**config.mk**
```make
export PLATFORM = sky130hd
export DESIGN_NAME = alpha_compositing_unit_top_flat
export DESIGN_NICKNAME = d
export VERILOG_FILES = /design/src/rtl/acu_pkg.sv /design/src/rtl/acu_pix_in_if.sv /design/src/rtl/acu_pix_out_if.sv /design/src/rtl/acu_blend.sv /design/src/rtl/alpha_compositing_unit_top.sv /design/src/flat_wrapper.sv
export SDC_FILE = /design/constraint.sdc
export NUM_CORES = 1
export LEC_CHECK = 0
export BUFFER_PORTS_ARGS = -buffer_cell sky130_fd_sc_hd__buf_2
export CAP_MARGIN = 20
export CORE_UTILIZATION = 30
export DETAILED_ROUTE_END_ITERATION = 8
export PLACE_DENSITY = 0.42
export SYNTH_ARGS = -nofsm -noshare
export SYNTH_HDL_FRONTEND = slang
export SYNTH_SLANG_ARGS = --single-unit
```
**constraint.sdc**
```tcl
create_clock -name clk -period 23.2 [get_ports clk]
set_input_delay 1.16 -clock clk [delete_from_list [all_inputs] [get_ports clk]]
set_output_delay 1.16 -clock clk [all_outputs]
set_load 0.01 [all_outputs]
```
**src/rtl/acu_pkg.sv**
```systemverilog
`default_nettype none
// ---------------------------------------------------------------------------
// acu_pkg - shared types and codes for the alpha compositing unit
// Pixel type, mode register width and Porter-Duff operator codes.
// ---------------------------------------------------------------------------
package acu_pkg;

    localparam int unsigned CHAN_W = 8;
    localparam int unsigned MODE_W = 3;

    localparam logic [MODE_W-1:0] MODE_OVER = 3'd0;
    localparam logic [MODE_W-1:0] MODE_IN   = 3'd1;
    localparam logic [MODE_W-1:0] MODE_OUT  = 3'd2;
    localparam logic [MODE_W-1:0] MODE_ATOP = 3'd3;
    localparam logic [MODE_W-1:0] MODE_XOR  = 3'd4;

    typedef struct packed {
        logic [CHAN_W-1:0] red;
        logic [CHAN_W-1:0] green;
        logic [CHAN_W-1:0] blue;
        logic [CHAN_W-1:0] alpha;
    } rgba_t;

endpackage
`default_nettype wire

```
**src/rtl/acu_pix_in_if.sv**
```systemverilog
`default_nettype none
// ---------------------------------------------------------------------------
// acu_pix_in_if - source/destination pixel pair request channel
// Valid/ready handshake carrying one premultiplied source and destination.
// ---------------------------------------------------------------------------
interface acu_pix_in_if;

    logic                           valid;
    logic                           ready;
    logic [acu_pkg::CHAN_W-1:0]     src_red;
    logic [acu_pkg::CHAN_W-1:0]     src_green;
    logic [acu_pkg::CHAN_W-1:0]     src_blue;
    logic [acu_pkg::CHAN_W-1:0]     src_alpha;
    logic [acu_pkg::CHAN_W-1:0]     dst_red;
    logic [acu_pkg::CHAN_W-1:0]     dst_green;
    logic [acu_pkg::CHAN_W-1:0]     dst_blue;
    logic [acu_pkg::CHAN_W-1:0]     dst_alpha;

    modport source
    (
        output valid,
        input  ready,
        output src_red, src_green, src_blue, src_alpha,
        output dst_red, dst_green, dst_blue, dst_alpha
    );

    modport sink
    (
        input  valid,
        output ready,
        input  src_red, src_green, src_blue, src_alpha,
        input  dst_red, dst_green, dst_blue, dst_alpha
    );

endinterface
`default_nettype wire

```
**src/rtl/acu_pix_out_if.sv**
```systemverilog
`default_nettype none
// ---------------------------------------------------------------------------
// acu_pix_out_if - composited pixel request channel
// Valid/ready handshake carrying one composited RGBA pixel.
// ---------------------------------------------------------------------------
interface acu_pix_out_if;

    logic                           valid;
    logic                           ready;
    logic [acu_pkg::CHAN_W-1:0]     out_red;
    logic [acu_pkg::CHAN_W-1:0]     out_green;
    logic [acu_pkg::CHAN_W-1:0]     out_blue;
    logic [acu_pkg::CHAN_W-1:0]     out_alpha;

    modport source
    (
        output valid,
        input  ready,
        output out_red, out_green, out_blue, out_alpha
    );

    modport sink
    (
        input  valid,
        output ready,
        input  out_red, out_green, out_blue, out_alpha
    );

endinterface
`default_nettype wire

```
**src/rtl/acu_blend.sv**
```systemverilog
`default_nettype none
// ---------------------------------------------------------------------------
// acu_blend - Porter-Duff blend of one pixel pair
// Two 8x8 products per channel, each divided by 255 with truncation.
// ---------------------------------------------------------------------------
module acu_blend
(
    input  wire logic [acu_pkg::MODE_W-1:0] mode,
    input  wire acu_pkg::rgba_t             src,
    input  wire acu_pkg::rgba_t             dst,
    output acu_pkg::rgba_t                  res
);

    // floor(p/255) for p up to 255*255
    function automatic logic [7:0] div255(input logic [15:0] p);
        logic [16:0] s;
        s = {1'b0, p} + {9'd0, p[15:8]} + 17'd1;
        return s[15:8];
    endfunction

    // one channel: left term scales the source, right term the destination
    function automatic logic [7:0] blend_chan
    (
        input logic [acu_pkg::MODE_W-1:0] m,
        input logic [7:0]                 s,
        input logic [7:0]                 d,
        input logic [7:0]                 src_k,
        input logic [7:0]                 inv_sa
    );
        logic [7:0] left;
        logic [7:0] right;
        logic [8:0] sum;
        left  = div255({8'd0, s} * {8'd0, src_k});
        right = div255({8'd0, d} * {8'd0, inv_sa});
        case (m)
            acu_pkg::MODE_OVER: sum = {1'b0, s} + {1'b0, right};
            acu_pkg::MODE_IN:   sum = {1'b0, left};
            acu_pkg::MODE_OUT:  sum = {1'b0, left};
            acu_pkg::MODE_ATOP: sum = {1'b0, left} + {1'b0, right};
            acu_pkg::MODE_XOR:  sum = {1'b0, left} + {1'b0, right};
            default:            sum = 9'd0;
        endcase
        return sum[8] ? 8'hFF : sum[7:0];
    endfunction

    logic [7:0] inv_sa;
    logic [7:0] src_k;
    logic [7:0] alpha_blend;

    assign inv_sa = ~src.alpha;
    // in and atop scale the source by dst alpha, the rest by its complement
    assign src_k  = (mode == acu_pkg::MODE_IN || mode == acu_pkg::MODE_ATOP)
                    ? dst.alpha : ~dst.alpha;

    assign alpha_blend = blend_chan(mode, src.alpha, dst.alpha, src_k, inv_sa);

    always_comb
    begin
        res.red   = blend_chan(mode, src.red,   dst.red,   src_k, inv_sa);
        res.green = blend_chan(mode, src.green, dst.green, src_k, inv_sa);
        res.blue  = blend_chan(mode, src.blue,  dst.blue,  src_k, inv_sa);
        res.alpha = (mode == acu_pkg::MODE_ATOP) ? dst.alpha : alpha_blend;
    end

endmodule
`default_nettype wire

```
**src/rtl/alpha_compositing_unit_top.sv**
```systemverilog
`default_nettype none
// ---------------------------------------------------------------------------
// alpha_compositing_unit_top - Porter-Duff compositing of premultiplied RGBA
// Two-stage pipeline: input register, blend logic, result register.
// ---------------------------------------------------------------------------
//
//  channel   dir   handshake          payload
//  -------   ---   ----------------   -------------------------------------
//  pix_in    in    valid / ready      src_{red,green,blue,alpha}, dst_{...}
//  pix_out   out   valid / ready      out_{red,green,blue,alpha}
//  cfg       in    cfg_we             cfg_wdata = mode (over/in/out/atop/xor)
//
//  One pixel per clock sustained while pix_out stays ready. The request lands
//  in the input register at its accept edge, and the blend then moves into
//  the result register, which drives pix_out.
//  Each stage advances whenever it is empty or the stage after it drains,
//  so a stall on pix_out backs up through both stages without a bubble.
//  Reset clears the stage valid flags and sets mode to over.
//
module alpha_compositing_unit_top
(
    input  wire logic                         clk,
    input  wire logic                         rst_n,
    input  wire logic                         cfg_we,
    input  wire logic [acu_pkg::MODE_W-1:0]   cfg_wdata,
    acu_pix_in_if.sink                        pix_in,
    acu_pix_out_if.source                     pix_out
);

    // mode register
    logic [acu_pkg::MODE_W-1:0] mode_reg;

    always_ff @(posedge clk or negedge rst_n)
    begin
        if (!rst_n)
        begin
            mode_reg <= acu_pkg::MODE_OVER;
        end
        else if (cfg_we)
        begin
            mode_reg <= cfg_wdata;
        end
    end

    // stage handshakes: a stage may load when empty or when it drains
    logic s1_valid_reg;
    logic s1_valid_next;
    logic s2_valid_reg;
    logic s2_valid_next;
    logic s1_load;
    logic s2_load;

    assign s2_load = !s2_valid_reg || pix_out.ready;
    assign s1_load = !s1_valid_reg || s2_load;

    assign pix_in.ready = s1_load;

    assign s1_valid_next = s1_load ? pix_in.valid : s1_valid_reg;
    assign s2_valid_next = s2_load ? s1_valid_reg : s2_valid_reg;

    always_ff @(posedge clk or negedge rst_n)
    begin
        if (!rst_n)
        begin
            s1_valid_reg <= 1'b0;
            s2_valid_reg <= 1'b0;
        end
        else
        begin
            s1_valid_reg <= s1_valid_next;
            s2_valid_reg <= s2_valid_next;
        end
    end

    // input register: capture the request on accept, hold otherwise
    acu_pkg::rgba_t src_reg;
    acu_pkg::rgba_t dst_reg;

    always_ff @(posedge clk)
    begin
        if (pix_in.valid && s1_load)
        begin
            src_reg <= '{pix_in.src_red, pix_in.src_green,
                         pix_in.src_blue, pix_in.src_alpha};
            dst_reg <= '{pix_in.dst_red, pix_in.dst_green,
                         pix_in.dst_blue, pix_in.dst_alpha};
        end
    end

    // blend logic between the two registers
    acu_pkg::rgba_t res_next;

    acu_blend u_blend
    (
        .mode (mode_reg),
        .src  (src_reg),
        .dst  (dst_reg),
        .res  (res_next)
    );

    // result register: load when stage 1 holds a pixel and the slot is free
    acu_pkg::rgba_t res_reg;

    always_ff @(posedge clk)
    begin
        if (s1_valid_reg && s2_load)
        begin
            res_reg <= res_next;
        end
    end

    assign pix_out.valid     = s2_valid_reg;
    assign pix_out.out_red   = res_reg.red;
    assign pix_out.out_green = res_reg.green;
    assign pix_out.out_blue  = res_reg.blue;
    assign pix_out.out_alpha = res_reg.alpha;

endmodule
`default_nettype wire

```
**src/flat_wrapper.sv**
```systemverilog
// flat-port wrapper written by rule: the top's interface ports become plain ports
module alpha_compositing_unit_top_flat 
  (clk, rst_n, cfg_we, cfg_wdata, pix_in_valid, pix_in_ready, pix_in_src_red, pix_in_src_green, pix_in_src_blue, pix_in_src_alpha, pix_in_dst_red, pix_in_dst_green, pix_in_dst_blue, pix_in_dst_alpha, pix_out_valid, pix_out_ready, pix_out_out_red, pix_out_out_green, pix_out_out_blue, pix_out_out_alpha);
  acu_pix_in_if pix_in_i ();
  acu_pix_out_if pix_out_i ();
  input  wire logic clk;
  input  wire logic rst_n;
  input  wire logic cfg_we;
  input  wire logic [acu_pkg::MODE_W-1:0] cfg_wdata;
  input wire logic [$bits(pix_in_i.valid)-1:0] pix_in_valid;
  output wire logic [$bits(pix_in_i.ready)-1:0] pix_in_ready;
  input wire logic [$bits(pix_in_i.src_red)-1:0] pix_in_src_red;
  input wire logic [$bits(pix_in_i.src_green)-1:0] pix_in_src_green;
  input wire logic [$bits(pix_in_i.src_blue)-1:0] pix_in_src_blue;
  input wire logic [$bits(pix_in_i.src_alpha)-1:0] pix_in_src_alpha;
  input wire logic [$bits(pix_in_i.dst_red)-1:0] pix_in_dst_red;
  input wire logic [$bits(pix_in_i.dst_green)-1:0] pix_in_dst_green;
  input wire logic [$bits(pix_in_i.dst_blue)-1:0] pix_in_dst_blue;
  input wire logic [$bits(pix_in_i.dst_alpha)-1:0] pix_in_dst_alpha;
  output wire logic [$bits(pix_out_i.valid)-1:0] pix_out_valid;
  input wire logic [$bits(pix_out_i.ready)-1:0] pix_out_ready;
  output wire logic [$bits(pix_out_i.out_red)-1:0] pix_out_out_red;
  output wire logic [$bits(pix_out_i.out_green)-1:0] pix_out_out_green;
  output wire logic [$bits(pix_out_i.out_blue)-1:0] pix_out_out_blue;
  output wire logic [$bits(pix_out_i.out_alpha)-1:0] pix_out_out_alpha;
  assign pix_in_i.valid = pix_in_valid;
  assign pix_in_ready = pix_in_i.ready;
  assign pix_in_i.src_red = pix_in_src_red;
  assign pix_in_i.src_green = pix_in_src_green;
  assign pix_in_i.src_blue = pix_in_src_blue;
  assign pix_in_i.src_alpha = pix_in_src_alpha;
  assign pix_in_i.dst_red = pix_in_dst_red;
  assign pix_in_i.dst_green = pix_in_dst_green;
  assign pix_in_i.dst_blue = pix_in_dst_blue;
  assign pix_in_i.dst_alpha = pix_in_dst_alpha;
  assign pix_out_valid = pix_out_i.valid;
  assign pix_out_i.ready = pix_out_ready;
  assign pix_out_out_red = pix_out_i.out_red;
  assign pix_out_out_green = pix_out_i.out_green;
  assign pix_out_out_blue = pix_out_i.out_blue;
  assign pix_out_out_alpha = pix_out_i.out_alpha;
  alpha_compositing_unit_top u_core (.clk(clk), .rst_n(rst_n), .cfg_we(cfg_we), .cfg_wdata(cfg_wdata), .pix_in(pix_in_i), .pix_out(pix_out_i));
endmodule
```
* Yosys cells after proc, flatten, opt, wreduce, memory -nomap -nowiden *
Cells that the tools add are included.

storage, ports and cells
  register bits = 101
  input bits = 72
  output and inout bits = 34
  word-level logic and storage cells = 70

operators by class
  add/sub/neg operators = 24
  multiply operators = 8
  equality and inequality tests = 4
  multiplexer cells = 7
  bitwise gates (word level) = 2
  reductions and logical operators = 10

operators by type and width
  cell                                                                    count
  16-bit by 1-bit adder with 16-bit output (second input constant)        8
  16-bit by 8-bit adder with 16-bit output                                8
  8-bit by 8-bit multiplier with 16-bit output                            8
  9-bit one-hot mux with 3 select lines                                   4
  8-bit by 8-bit adder with 9-bit output                                  8
  8-bit 2-to-1 mux                                                        3
  8-bit inverter                                                          2
  3-bit by 2-bit equality test with 1-bit output (second input constant)  2
  2-bit OR reduction                                                      2
  3-bit by 1-bit equality test with 1-bit output (second input constant)  1
  3-bit equality test (second input constant)                             1
  3-bit zero test                                                         1
  1-bit logical OR                                                        3
  1-bit logical AND                                                       2
  1-bit zero test                                                         2

* Depth between registers and ports, before layout *
  depth in word-level cells = 10
  mapped depth = 42
  mapped depth without buffers = 39

* By module *
From an unflattened synthesis, not the netlist that was laid out.

second synthesis, totals
  cells, all modules = 2709
  area total of the unflattened synthesis = 24349.6 µm²

modules (own cells, without submodules)
  module                      times used  cells each  area each (µm²)  seq. area each (µm²)
  acu_blend                   1           2599        21256.6          0.0
  alpha_compositing_unit_top  1           110         3093.0           3007.9

* Worst setup path before layout *
Ideal clock, no wire load.

  kind = reg2reg
  from = register u_core.mode_reg[0] in the netlist's numbering
  to = register u_core.res_reg, in the netlist u_core.pix_out.out_alpha[1], data pin
  library setup time = 0.261 ns
  data arrival time = 8.352 ns
  required time = 22.939 ns
  setup slack = 14.587 ns
  stages on the path, launching flop included = 36
  path buffers = 2
  period minus slack after synthesis = 8.613 ns
  cells stage by stage = dfrtp_1 > nor2b_4 > buf_12 > xnor2_1 > clkbuf_1 > and2_1 > fa_1 > fa_1 > fa_1 > inv_1 > fa_1 > inv_1 > ha_1 > a2111oi_2 > o21ai_2 > a31o_2 > a211oi_1 > nor2_1 > ha_1 > or3_2 > o211ai_2 > a21oi_1 > xnor2_1 > o21ai_0 > ha_1 > inv_1 > fa_1 > and2b_2 > o21ai_0 > a21boi_0 > o21ai_0 > a21boi_0 > o21ai_0 > or2b_2 > a21o_2 > o32a_1

RTL lines
  item                      line                               text
  start: declaration        alpha_compositing_unit_top.sv:31   logic [acu_pkg::MODE_W-1:0] mode_reg;
  start signal: assignment  alpha_compositing_unit_top.sv:37   mode_reg <= acu_pkg::MODE_OVER;
  start signal: assignment  alpha_compositing_unit_top.sv:41   mode_reg <= cfg_wdata;
  end signal: assignment    alpha_compositing_unit_top.sv:108  res_reg <= res_next;
  end: declaration          alpha_compositing_unit_top.sv:102  acu_pkg::rgba_t res_reg;

==> out/results.tsv <==
stage	metric	value	unit
timing	final clock skew	28.23	ps
clock_network	clk_lat worst skew	430	ps
grt	first-pass GRT wire length	105900	um
worst_setup_path	Worst Path Arrival	9770	ps
grt	largest net degree at the start of global routing	46	
layout	layout cells sized above 1	0.07319	
grt	GRT Total Usage	0.1666	
clock_network	post_cts resized	0	
timing	Final TNS setup	0	ps
logic_synthesis	Mapped Nets	3399	
job	max-cap viol count	0	
floorplan	Initial Utilization	0.3046	
worst_setup_path	largest stage delay on the critical path	520	ps
logic_synthesis	syn_area_per_cell	9.072	um^2
worst_setup_path	worst path bufs/invs	4	
worst_hold_path	Worst Hold End	u_core.pix_out.valid$_DFFE_PN0P_	
routing	initial drt markers	812	
worst_setup_path	FF-to-FF setup slack	13600	ps
timing	post-layout min period	9602	ps
worst_setup_path	critical path launch point	u_core.mode_reg[0]$_DFFE_PN0P_	
clock_network	Post-CTS Setup Repair Bufs	0	
clock_network	CTS tree	yes	
timing	Worst Tran Pin Value	931.7	ps
routing	drt wl/cell	17.41	um
logic_synthesis	sequential fraction of the synthesis area	0.1246	
routing	vias	18030	
layout	final instance area	26130	um^2
logic_synthesis	top-count cell post-synth	inv_1	
clock_network	TritonCTS buffer count	9	
worst_setup_path	Req. time, crit path	23370	ps
logic_synthesis	Synth Instances	2661	
grt	total gr overflow	0	
timing	Final Hold Vio Count	0	
routing	drc violations	0	
worst_setup_path	Worst setup EP type	register	
clock_network	H-tree depth	3	
timing	RSZ-0062 raised after global routing	false	
timing	max-slew violations	0	
worst_setup_path	RR Endpoint	u_core.pix_out.out_alpha[6]$_DFFE_PP_	
routing	post-DR vias/cell	4.781	
worst_setup_path	CP max stage cell	fa_1	
placement	Port-buffer cells	105	
floorplan	DIE AREA	81600	um^2
worst_hold_path	hold depth	1	
layout	Filler Cell Count	8265	
worst_setup_path	crit path kind	reg2reg	
worst_setup_path	cell mode on critical path	fa_1	
grt	initial antenna violation count	1	
worst_setup_path	reg2reg path depth	34	
layout	Post-layout nets	3452	
grt	vias in the first global route	19240	
clock_network	Reg clk slew, reported paths	80	ps
floorplan	die height	285.7	um
timing	Slew headroom	0.3744	
clock_network	root buffer cell	clkbuf_16	
routing	Post-DRT Antenna Nets	0	
placement	GPL Wtd Cong	0.8200	
logic_synthesis	commonest cells in the netlist	inv_1, ha_1, fa_1	
layout	Layout Cells excl Fill	3771	
worst_setup_path	family with the most delay on the worst path	adder cells	
clock_network	CTS sink cnt	101	
floorplan	FP Rows	103	
logic_synthesis	ys flop type	edfxtp_1	
worst_setup_path	startpoint class of the critical path	register	
logic_synthesis	FF+latch count, synth	101	
floorplan	I/O Pins	106	
timing	Setup Viol. Count Final	0	
worst_setup_path	Crit Reg-Reg Startpoint	u_core.mode_reg[0]$_DFFE_PN0P_	
logic_synthesis	number of synthesized flops with an enable pin	96	
clock_network	Max clock buf depth	2	
placement	area of placed instances	25850	um^2
worst_hold_path	hold_sp	u_core.s1_valid_reg$_DFFE_PN0N_	
clock_network	hold_buf cts	0	
placement	dpl cells	3753	
layout	area grow syn2layout	8.257	%
logic_synthesis	top post-synthesis cells by area	fa_1, ha_1, edfxtp_1	
logic_synthesis	library cells used by synthesis	90	
logic_synthesis	async set or reset register ratio after synthesis	0.04950	
floorplan	Die W	285.7	um
floorplan	Core Area	79260	um^2
run_status	status	complete, no violations	
worst_hold_path	Worst Hold Class	reg2reg	
timing	Achievable Freq	0.1041	GHz
routing	Pre-antenna DRT Iters	5	
worst_setup_path	Worst Path Max Fanout	32	
logic_synthesis	Yosys top cell area share	0.2422	
timing	final worst path period share	0.4139	
routing	Post-Route WL	65660	um
logic_synthesis	synthesized area	24140	um^2
placement	DPL Wire Length	51990	um
logic_synthesis	area leader, netlist	fa_1	
logic_synthesis	Yosys warning count	0	
## through the flow
stage | util | hold slack [ps] | worst slack [ps]
floorplan | - | 449.0 | 14590
global placement | 0.3262 | 464.5 | 13710
detailed placement | 0.3262 | 480.0 | 13610
CTS | 0.3297 | 497.2 | 13570
global route | 0.3297 | 522.3 | 12940
finish | 0.3297 | 498.7 | 13600
## cell type report
class | count | area (um^2) | share of cell area
clock buffer | 9 | 225.2 | 0.008618
sequential | 101 | 3008 | 0.1151
tap | 1050 | 1314 | 0.05027
inverter | 433 | 1625 | 0.06219
timing repair buffer | 129 | 705.7 | 0.02700
clock inverter | 7 | 48.80 | 0.001867
multi-input combinational | 2040 | 19200 | 0.7347
antenna | 2 | 5.005 | 0.0001915
## worst register-to-register path, delay by kind of cell, from the launching register on
| family | cells | cell delay [ps] |
|---|---|---|
| AO/OA/AOI/OAI | 14 | 2960 |
| XOR/XNOR | 2 | 380 |
| adder cells (fa/ha/maj) | 8 | 3100 |
| buffers and inverters | 4 | 540 |
| flip-flops | 1 | 430 |
| AND/OR/NAND/NOR | 6 | 1930 |
## cell families after synthesis
family,count (synthesis),synth area share
simple gates,816,0.1856
fa+ha+maj,666,0.4360
mux,5,0.002436
compound gates,393,0.1102
buf+inv,520,0.08278
xor+xnor,160,0.05836
flops,101,0.1246
## cell usage in the layout, fill, tap and decap left out, drive strengths merged, types with 77 or more instances in the layout
cell and instances:
ha 374, buf 129, and2 199, nor2 132, inv 435, o21ai 77
fa 292, a21oi 116, nand2b 137, xnor2 96, nor2b 133, edfxtp 96
nand2 131
## layer usage
metal	up-vias	track usage	wire (um)
met4	0	0.03302	793
met3	38	0.02081	1984
met1	9002	0.2334	32460
met2	259	0.2745	30410
met5	-	0	0
li1	8730	-	-
## worst max path at each step
stage | cells after the start | to | slack (ps)
after global routing | 34 | u_core.pix_out.out_alpha[6]$_DFFE_PP_ | 12940
after floorplan | 35 | u_core.pix_out.out_alpha[1]$_DFFE_PP_ | 14590
final | 34 | u_core.pix_out.out_alpha[6]$_DFFE_PP_ | 13600
after CTS | 34 | u_core.pix_out.out_alpha[2]$_DFFE_PP_ | 13570
after detailed placement | 34 | u_core.pix_out.out_alpha[6]$_DFFE_PP_ | 13610
after global placement | 38 | u_core.pix_out.out_red[5]$_SDFFCE_PP1P_ | 13710
Power is left out: the tool's default activity adds up to more than one toggle a clock period on the data nets, which glitch-free logic cannot reach.
